File: config.mk
export PLATFORM = sky130hd
export DESIGN_NAME = sweep_peak_direction_finder
export DESIGN_NICKNAME = d
export VERILOG_FILES = /design/src/sv/spdf_pkg.sv /design/src/sv/spdf_ctrl.sv /design/src/sv/spdf_datapath.sv /design/src/sv/sweep_peak_direction_finder.sv
export SDC_FILE = /design/constraint.sdc
export NUM_CORES = 1
export LEC_CHECK = 0
export BUFFER_PORTS_ARGS = -buffer_cell sky130_fd_sc_hd__buf_2
export CORE_MARGIN = 8
export CORE_UTILIZATION = 55
export DETAILED_ROUTE_END_ITERATION = 16
export GPL_TIMING_DRIVEN = 0
export HOLD_SLACK_MARGIN = 0.1
export PLACE_DENSITY = 0.77
export RECOVER_POWER = 100
export SETUP_SLACK_MARGIN = 0.2
export SLEW_MARGIN = 20
export SYNTH_ARGS = -nofsm -noshare
export SYNTH_HDL_FRONTEND = slang
export SYNTH_HIERARCHICAL = 1
export SYNTH_SLANG_ARGS = --single-unit
File: constraint.sdc
create_clock -name i_clk -period 5 [get_ports i_clk]
set_input_delay 0 -clock i_clk [delete_from_list [all_inputs] [get_ports i_clk]]
set_output_delay 0 -clock i_clk [all_outputs]
set_load 0.02 [all_outputs]
File: src/sv/spdf_pkg.sv
`timescale 1ns / 1ps
// ----------------------------------------------------------------------------
// spdf_pkg
// Shared types and fixed constants of the sweep peak direction finder.
// ----------------------------------------------------------------------------
package spdf_pkg;

    // Fixed field widths
    localparam int RANGE_BITS = 12;
    localparam int TOTAL_W    = RANGE_BITS + 2;   // up to three samples
    localparam int ANGLE_W    = 8;
    localparam int FILL_W     = 2;
    localparam int DEC_W      = 2;

    // Stream widths
    localparam int S_TDATA_W  = 16;
    localparam int S_TUSER_W  = 2;
    localparam int M_TDATA_W  = 32;

    // Divide by three: floor(n * 43691 / 2^17) is exact for n below 2^15
    localparam int RECIP3_W     = 16;
    localparam logic [RECIP3_W-1:0] RECIP3 = 16'd43691;
    localparam int RECIP3_SHIFT = 17;
    localparam int PROD_W       = TOTAL_W + RECIP3_W;

    // Command codes
    localparam logic CMD_START  = 1'b0;
    localparam logic CMD_SAMPLE = 1'b1;

    // Decision codes
    localparam logic [DEC_W-1:0] DEC_NONE    = 2'd0;
    localparam logic [DEC_W-1:0] DEC_REVERSE = 2'd1;
    localparam logic [DEC_W-1:0] DEC_SPIN    = 2'd2;

    typedef enum logic [1:0] {
        ST_IDLE,
        ST_SUM,
        ST_AVG,
        ST_EMIT
    } t_state;

    typedef struct packed {
        logic capture;   // latch the input item
        logic step;      // window, angle and sweep update
        logic divide;    // window average
        logic emit;      // peak update and output load
    } t_dp_cmd;

    typedef struct packed {
        logic out_free;  // output register can take a result
    } t_dp_status;

endpackage

File: src/sv/spdf_ctrl.sv
`timescale 1ns / 1ps
// ----------------------------------------------------------------------------
// spdf_ctrl
// Sequencer: one item at a time through sum, average and emit steps.
// ----------------------------------------------------------------------------
module spdf_ctrl (
    input  logic                  i_clk,
    input  logic                  i_rst_n,
    input  logic                  s_tvalid,
    output logic                  s_tready,
    input  spdf_pkg::t_dp_status  i_status,
    output spdf_pkg::t_dp_cmd     o_cmd
);
    import spdf_pkg::*;

    t_state r_state;
    t_state n_state;

    always_ff @(posedge i_clk) begin
        if (!i_rst_n) begin
            r_state <= ST_IDLE;
        end else begin
            r_state <= n_state;
        end
    end

    always_comb begin
        n_state = r_state;
        case (r_state)
            ST_IDLE: begin
                if (s_tvalid) n_state = ST_SUM;
            end
            ST_SUM:  n_state = ST_AVG;
            ST_AVG:  n_state = ST_EMIT;
            ST_EMIT: begin
                if (i_status.out_free) n_state = ST_IDLE;
            end
            default: n_state = ST_IDLE;
        endcase
    end

    always_comb begin
        s_tready      = 1'b0;
        o_cmd.capture = 1'b0;
        o_cmd.step    = 1'b0;
        o_cmd.divide  = 1'b0;
        o_cmd.emit    = 1'b0;
        case (r_state)
            ST_IDLE: begin
                s_tready      = 1'b1;
                o_cmd.capture = s_tvalid;
            end
            ST_SUM:  o_cmd.step   = 1'b1;
            ST_AVG:  o_cmd.divide = 1'b1;
            ST_EMIT: o_cmd.emit   = i_status.out_free;
            default: s_tready     = 1'b0;
        endcase
    end

endmodule

File: src/sv/spdf_datapath.sv
`timescale 1ns / 1ps
// ----------------------------------------------------------------------------
// spdf_datapath
// Sweep state, window sum, average, peak tracking and output register.
// ----------------------------------------------------------------------------
module spdf_datapath #(
    parameter int WINDOW_SIZE = 3,
    parameter int ANGLE_STEP  = 5,
    parameter int SWEEP_LIMIT = 90
) (
    input  logic                                i_clk,
    input  logic                                i_rst_n,
    input  logic [spdf_pkg::S_TDATA_W-1:0]      s_tdata,
    input  logic [spdf_pkg::S_TUSER_W-1:0]      s_tuser,
    input  logic                                i_cfg_we,
    input  logic [spdf_pkg::RANGE_BITS-1:0]     i_cfg_wdata,
    input  spdf_pkg::t_dp_cmd                   i_cmd,
    output spdf_pkg::t_dp_status                o_status,
    output logic                                m_tvalid,
    input  logic                                m_tready,
    output logic [spdf_pkg::M_TDATA_W-1:0]      m_tdata,
    output logic                                m_tlast
);
    import spdf_pkg::*;

    localparam logic signed [ANGLE_W-1:0] STEP_A  = ANGLE_W'(ANGLE_STEP);
    localparam logic signed [ANGLE_W-1:0] LIMIT_A = ANGLE_W'(SWEEP_LIMIT);
    localparam logic signed [ANGLE_W-1:0] HALF1   = ANGLE_W'((ANGLE_STEP * 1) / 2);
    localparam logic signed [ANGLE_W-1:0] HALF2   = ANGLE_W'((ANGLE_STEP * 2) / 2);
    localparam logic signed [ANGLE_W-1:0] HALF3   = ANGLE_W'((ANGLE_STEP * 3) / 2);
    localparam logic [FILL_W-1:0]         WIN_F   = FILL_W'(WINDOW_SIZE);

    // configuration
    logic [RANGE_BITS-1:0] r_thresh;

    // sweep state
    logic signed [ANGLE_W-1:0] r_angle;
    logic                      r_active;
    logic [TOTAL_W-1:0]        r_total;
    logic [FILL_W-1:0]         r_fill;
    logic [RANGE_BITS-1:0]     r_peak;
    logic signed [ANGLE_W-1:0] r_peak_angle;

    // latched item
    logic                  r_cmd;
    logic                  r_vld;
    logic [RANGE_BITS-1:0] r_val;

    // window under judgement
    logic                      r_judge;
    logic                      r_done;
    logic [TOTAL_W-1:0]        r_jtotal;
    logic [FILL_W-1:0]         r_jfill;
    logic signed [ANGLE_W-1:0] r_jangle;
    logic [RANGE_BITS-1:0]     r_avg;

    // step logic
    logic [FILL_W-1:0]         w_fill_inc;
    logic [TOTAL_W-1:0]        w_total_inc;
    logic signed [ANGLE_W-1:0] w_angle_next;
    logic                      w_end;
    logic                      w_full;
    logic signed [ANGLE_W-1:0] w_half;

    assign w_fill_inc   = r_fill + FILL_W'(1);
    assign w_total_inc  = r_total + TOTAL_W'(r_val);
    assign w_angle_next = r_angle + STEP_A;
    assign w_end        = (w_angle_next > LIMIT_A);
    assign w_full       = (w_fill_inc >= WIN_F);

    always_comb begin
        case (w_fill_inc)
            2'd1:    w_half = HALF1;
            2'd2:    w_half = HALF2;
            2'd3:    w_half = HALF3;
            default: w_half = '0;
        endcase
    end

    // average: one multiply by the reciprocal of three, or a shift
    logic [PROD_W-1:0]     w_prod;
    logic [RANGE_BITS-1:0] w_avg;

    assign w_prod = PROD_W'(r_jtotal) * PROD_W'(RECIP3);

    always_comb begin
        case (r_jfill)
            2'd1:    w_avg = r_jtotal[RANGE_BITS-1:0];
            2'd2:    w_avg = r_jtotal[1 +: RANGE_BITS];
            2'd3:    w_avg = w_prod[RECIP3_SHIFT +: RANGE_BITS];
            default: w_avg = '0;
        endcase
    end

    // emit logic
    logic                      w_take;
    logic [RANGE_BITS-1:0]     w_peak_fin;
    logic signed [ANGLE_W-1:0] w_peak_angle_fin;
    logic [DEC_W-1:0]          w_decision;

    assign w_take           = r_judge && (r_avg > r_peak);
    assign w_peak_fin       = w_take ? r_avg : r_peak;
    assign w_peak_angle_fin = w_take ? r_jangle : r_peak_angle;

    always_comb begin
        if (!r_active && (r_angle > LIMIT_A)) begin
            w_decision = (w_peak_fin < r_thresh) ? DEC_REVERSE : DEC_SPIN;
        end else begin
            w_decision = DEC_NONE;
        end
    end

    assign o_status.out_free = !m_tvalid || m_tready;

    always_ff @(posedge i_clk) begin
        if (!i_rst_n) begin
            r_thresh <= '0;
        end else if (i_cfg_we) begin
            r_thresh <= i_cfg_wdata;
        end
    end

    // payload latches
    always_ff @(posedge i_clk) begin
        if (i_cmd.capture) begin
            r_cmd <= s_tuser[0];
            r_vld <= s_tuser[1];
            r_val <= s_tdata[RANGE_BITS-1:0];
        end
        if (i_cmd.divide) begin
            r_avg <= w_avg;
        end
    end

    always_ff @(posedge i_clk) begin
        if (!i_rst_n) begin
            r_angle      <= '0;
            r_active     <= 1'b0;
            r_total      <= '0;
            r_fill       <= '0;
            r_peak       <= '0;
            r_peak_angle <= '0;
            r_judge      <= 1'b0;
            r_done       <= 1'b0;
            r_jtotal     <= '0;
            r_jfill      <= '0;
            r_jangle     <= '0;
            m_tvalid     <= 1'b0;
            m_tdata      <= '0;
            m_tlast      <= 1'b0;
        end else begin
            if (i_cmd.step) begin
                if (r_cmd == CMD_START) begin
                    r_angle      <= -LIMIT_A;
                    r_active     <= 1'b1;
                    r_peak       <= '0;
                    r_peak_angle <= '0;
                    r_total      <= '0;
                    r_fill       <= '0;
                    r_judge      <= 1'b0;
                    r_done       <= 1'b0;
                end else if (r_active && r_vld) begin
                    r_jtotal <= w_total_inc;
                    r_jfill  <= w_fill_inc;
                    r_angle  <= w_angle_next;
                    if (w_full) begin
                        // full window: judged at the last sample's angle less half the window span
                        r_judge  <= 1'b1;
                        r_jangle <= r_angle - w_half;
                        r_total  <= '0;
                        r_fill   <= '0;
                    end else if (w_end && (w_fill_inc > FILL_W'(1))) begin
                        // leftover window at sweep end: angle after the step, less half the span
                        r_judge  <= 1'b1;
                        r_jangle <= w_angle_next - w_half;
                        r_total  <= '0;
                        r_fill   <= '0;
                    end else begin
                        r_judge  <= 1'b0;
                        r_total  <= w_total_inc;
                        r_fill   <= w_fill_inc;
                    end
                    r_done <= w_end;
                    if (w_end) begin
                        r_active <= 1'b0;
                    end
                end else begin
                    r_judge <= 1'b0;
                    r_done  <= 1'b0;
                end
            end

            if (i_cmd.emit) begin
                r_peak       <= w_peak_fin;
                r_peak_angle <= w_peak_angle_fin;
                m_tvalid     <= 1'b1;
                m_tlast      <= r_done;
                m_tdata      <= {1'b0, w_decision, w_peak_fin, w_peak_angle_fin,
                                 r_active, r_angle};
            end else if (m_tvalid && m_tready) begin
                m_tvalid     <= 1'b0;
            end
        end
    end

endmodule

File: src/sv/sweep_peak_direction_finder.sv
`timescale 1ns / 1ps
// ----------------------------------------------------------------------------
// sweep_peak_direction_finder
// Finds the clearest direction over one sensor sweep from window averages.
// ----------------------------------------------------------------------------
// Usage
//   Input stream (s_*): one transfer per command. tuser[0] is the command
//   (start a sweep, or deliver a sample), tuser[1] the ping-ok flag, and
//   tdata[11:0] the range sample.
//   Output stream (m_*): exactly one result transfer per input transfer,
//   in order. tlast marks the transfer that ended the sweep.
//   Config: i_cfg_we writes the clear threshold from i_cfg_wdata; write it
//   only while no transfer is in flight.
// Sequence
//   Each item runs through accept, window update, average (one multiply by
//   the reciprocal of three, or a shift), peak update with output load. The
//   sequencer holds one item at a time, so s_tready rises again at the edge
//   that loads the result.
// Reset
//   Synchronous, active low. Clears sweep state, peak, threshold and m_tvalid.
// Stall
//   A held result waits in the output register; the next item is worked up
//   to its emit step and then waits until m_tready frees the register.
// ----------------------------------------------------------------------------
module sweep_peak_direction_finder #(
    parameter int WINDOW_SIZE = 3,    // 1 .. 3
    parameter int ANGLE_STEP  = 5,    // 1 .. 30
    parameter int SWEEP_LIMIT = 90    // 10 .. 90
) (
    input  logic                                i_clk,
    input  logic                                i_rst_n,
    // input stream
    input  logic                                s_tvalid,
    output logic                                s_tready,
    input  logic [spdf_pkg::S_TDATA_W-1:0]      s_tdata,  // [11:0] range_value
    input  logic [spdf_pkg::S_TUSER_W-1:0]      s_tuser,  // [0] command, [1] range_valid
    // output stream
    output logic                                m_tvalid,
    input  logic                                m_tready,
    // [7:0] next_angle, [8] scanning, [16:9] best_angle,
    // [28:17] best_range, [30:29] decision
    output logic [spdf_pkg::M_TDATA_W-1:0]      m_tdata,
    output logic                                m_tlast,  // sweep_done
    // configuration
    input  logic                                i_cfg_we,
    input  logic [spdf_pkg::RANGE_BITS-1:0]     i_cfg_wdata
);
    import spdf_pkg::*;

    t_dp_cmd    w_cmd;
    t_dp_status w_status;

    // sequencer
    spdf_ctrl u_ctrl (
        .i_clk    (i_clk),
        .i_rst_n  (i_rst_n),
        .s_tvalid (s_tvalid),
        .s_tready (s_tready),
        .i_status (w_status),
        .o_cmd    (w_cmd)
    );

    // sweep state, window average, peak and output register
    spdf_datapath #(
        .WINDOW_SIZE (WINDOW_SIZE),
        .ANGLE_STEP  (ANGLE_STEP),
        .SWEEP_LIMIT (SWEEP_LIMIT)
    ) u_dp (
        .i_clk       (i_clk),
        .i_rst_n     (i_rst_n),
        .s_tdata     (s_tdata),
        .s_tuser     (s_tuser),
        .i_cfg_we    (i_cfg_we),
        .i_cfg_wdata (i_cfg_wdata),
        .i_cmd       (w_cmd),
        .o_status    (w_status),
        .m_tvalid    (m_tvalid),
        .m_tready    (m_tready),
        .m_tdata     (m_tdata),
        .m_tlast     (m_tlast)
    );

endmodule

==> summary.md <==
| Metric | Value |
|---|---|
| Initial antenna violation count | `0` |
| Crit. Startpoint | `u_dp/r_jtotal[13]` |
| GPL Wtd Cong | `0.9165` |
| Setup crit start kind | `flip-flop` |
| Non-filler cells, final | `around 1500` |
| WL final | `between 20 and 30 mm` |
| Die X | `between 150 and 200 um` |
| Vias in the first global route | `8367` |
| Synth top cells by count | `ha_1, inv_1, dfxtp_1` |
| Iter 0 DRT Violations | `555` |
| Final setup viols | `10` |
| Clock share of power | `between 30% and 40%` |
| Post-synth EDFFs | `26` |
| Max Cap Viol | `0` |
| Yosys reg bits | `144` |
| Clock Skews | `0.009945 ns` |
| YS warnings | `6` |
| Share of the synthesized area in the top cell type | `around a quarter` |
| DR vias | `8393` |
| Via-to-Cell Ratio | `5.706` |
| Syn avg cell area | `~9.3 sq um` |
| Min-delay worst type | `primary input to flip-flop` |
| CP max-delay cell | `fa_1` |
| # IOs | `70` |
| RSZ-0062 raised after global routing | `yes` |
| Detailed-placement wirelength estimate | `18.21 mm` |
| CP cell instances | `ha_4 > inv_2 > fa_1 > inv_1 > fa_1 > fa_1 > fa_1 > fa_1 > ha_4 > a21o_1 > a21o_1 > a211oi_2 > o21bai_1 > a221o_1 > a31oi_2 > nor3_1 > nand3b_1` |
| Placed inst area | `about 11000 sq um` |
| Die Y | `151.8 um` |
| Status | `finished with violations` |
| Tot Pwr | `between 3 and 4 mW` |
| Critical Path RT | `5.16 ns` |
| Post-route minimum period | `5.341 ns` |
| Most common cell in the netlist | `ha_1` |
| Sw Ratio | `around a third` |
| Root Buffer | `clkbuf_16` |
| Setup TNS | `-2.296 ns` |
| Worst path arrival time | `5.50 ns` |
| Clock latency on the worst-skew pair | `about 0.43 ns` |
| Final Net Count | `roughly 1500` |
| Leading area contributor after synthesis | `dfxtp_1` |
| Largest net degree at the start of global routing | `17` |
| CTS sink cnt | `144` |
| Clk slew on worst S/H paths | `roughly 0.060 ns` |
| Post-synth ARST share | `0%` |
| Layout cells sized above 1 | `14.81%` |
| Remaining DRCs | `0` |
| Post-synth top flop | `dfxtp_1` |
| Launching point of the worst reg2reg path | `u_dp/r_jtotal[13]` |
| Final Hold Vio Count | `0` |
| Leak | `5.687 nW` |
| GRT Util Overall | `22.39%` |
| Rows | `~50` |
| Distinct cells, synth | `63` |
| Mapped Cells | `1088` |
| Cts bufs inserted | `17` |
| Util after Layout | `68.12%` |
| Post-Syn Area | `10140 sq um` |
| Cell total after placement | `1381` |
| I/O Buffers | `64` |
| First-pass GRT wire length | `40.79 mm` |
| Grt total ovfl | `0` |
| Sequential power share | `40.3%` |
| Fin area | `between 10000 and 15000 sq um` |
| Sequential-to-total area share from yosys stat | `31.00%` |
| Fin crit share | `106.8%` |
| Rel. slew slack | `46.05%` |
| Die area | `about 23000 sq um` |
| TritonCTS clock tree | `done` |
| Starting Density | `56.25%` |
| Routed WL per cell | `17.36 um` |
| CP endpoint kind | `flip-flop` |
| PnR worst setup slack | `-0.3409 ns` |
| Failing checks | `setup timing` |
| Pins over their slew limit | `0` |
| HP Start | `s_tdata[0]` |
| Worst IR Drop VDD | `0.2923 mV` |
| Internal Power | `2.337 mW` |
| CP dominant cell by count | `fa_1` |
| Pwr/cell area | `280.3 nW/um^2` |
| Layout area overhead | `21.12%` |
| Syn Nets | `1320` |
| Crit path kind | `flip-flop to flip-flop` |
| Remaining antenna violation count | `0` |
| Diodes inserted | `0` |
| H-tree levels | `4` |
| Area contributors post-synth | `dfxtp_1, ha_1, fa_1` |
| Worst-margin pin slew | `0.8087 ns` |
| Core box area | `18020 sq um` |
| 1st-pass router iterations | `6` |
| Clk buf depth | `2` |
| Psw | `1.105 mW` |
| Fmax | `between 150 and 200 MHz` |
| Worst Path Max Fanout | `4` |
| Combinational share of power | `23.4%` |
| Critical Path Max Stage Delay | `0.54 ns` |
==> routing by layer <==
| layer | track usage, % | wire, um | part of all wire [%] |
|---|---|---|---|
| met1 | 27.85 | 10820 | 42 |
| met2 | 37.19 | 12090 | 47 |
| met3 | 5.227 | 1938 | 7.6 |
| met4 | 8.231 | 695 | 2.7 |
| met5 | 0 | 0 | 0 |
==> path summary, 6_finish.rpt <==
kind                          end  slack (ns)  cells after the start
hold reg to reg   u_dp/r_peak[10]        0.46                      2
setup / recovery    u_dp/r_avg[4]       -0.34                     17
setup reg to reg    u_dp/r_avg[4]       -0.34                     17
hold / removal      u_dp/r_val[0]        0.28                      2
==> logic make-up after synthesis <==
| kind of cell | Yosys count | share of synthesized area, % |
|---|---|---|
| and+or+nand+nor | 238 | 10.65 |
| other | 1 | 0.03699 |
| adders and majority gates | 197 | 28.38 |
| buffers and inverters | 179 | 6.973 |
| AOI/OAI and AO/OA | 249 | 15.55 |
| DFF | 144 | 31.00 |
| xor gates and xnor gates | 44 | 3.801 |
| muxes | 36 | 3.604 |
==> final cells by class <==
class | count | area, sq um
Buffer | 47 | 205.2
Clock buffer | 18 | 439.2
Clock inverter | 14 | 145.1
Fill cell | 1329 | 5746
Inverter | 132 | 504.2
Multi-Input combinational cell | 765 | 6713
Sequential cell | 144 | 3184
Tap cell | 229 | 286.5
Timing Repair Buffer | 122 | 802.0
==> through the flow <==
stage	hold slack (ns)	setup WS [ns]
after global placement	0.1760	-0.5424
after detailed placement	0.1781	-0.5903
after global routing	0.2741	-0.4259
after CTS	0.2722	-0.3736
final	0.2769	-0.3409
after floorplan	0.09887	0.02980
==> worst max-delay path: cells and delay by family (launching register included) <==
| kind | cells | cell delay (ns) |
|---|---|---|
| AOI/OAI and AO/OA | 6 | 1.32 |
| adders and majority gates | 7 | 3.00 |
| buffers and inverters | 2 | 0.08 |
| DFF | 1 | 0.39 |
| and+or+nand+nor | 2 | 0.29 |
==> registers in the layout (all words and copies together) (netlist names), 2 cells and up <==
| name | cells |
|---|---|
| u_dp/r_total | 14 |
| u_ctrl/r_state | 2 |
| u_dp/r_angle | 8 |
| u_dp/r_peak_angle | 8 |
| u_dp/r_val | 12 |
| u_dp/m_tdata | 31 |
| u_dp/r_avg | 12 |
| u_dp/r_jfill | 2 |
| u_dp/r_jangle | 8 |
| u_dp/r_thresh | 12 |
| u_dp/r_peak | 12 |
| u_dp/r_fill | 2 |
| u_dp/r_jtotal | 14 |
==> cell usage in the layout, fill, tap and decap left out, types with 29 or more instances in the layout <==
master / synthesis / routed
a21oi_1: 86 / 84
buf_2: 3 / 29
clkbuf_1: 34 / 75
dfxtp_1: 118 / 105
dlygate4sd3_1: 0 / 32
fa_1: 55 / 48
ha_1: 142 / 119
inv_1: 130 / 120
mux2i_1: 32 / 32
nand2_1: 80 / 78
nor2_1: 80 / 78
o21ai_0: 56 / 57
==> timing repair <==
action	in CTS	in global routing
hold buffers	32	0
setup buffers	21	5
pin swaps	28	28
cloned	0	0
setup endpoints to repair	12	12
endpoints found under the hold margin	29	0
resized for setup	43	32
==> power groups by stage <==
stage	logic (mW)	registers, mW	clock network, mW
floorplan	0.517	1.42	0
global placement	0.730	1.41	0
detailed placement	0.749	1.41	0
CTS	0.796	1.38	1.26
global route	0.887	1.40	1.31
finish	0.806	1.39	1.25
Power figures use the tool's default switching activity.
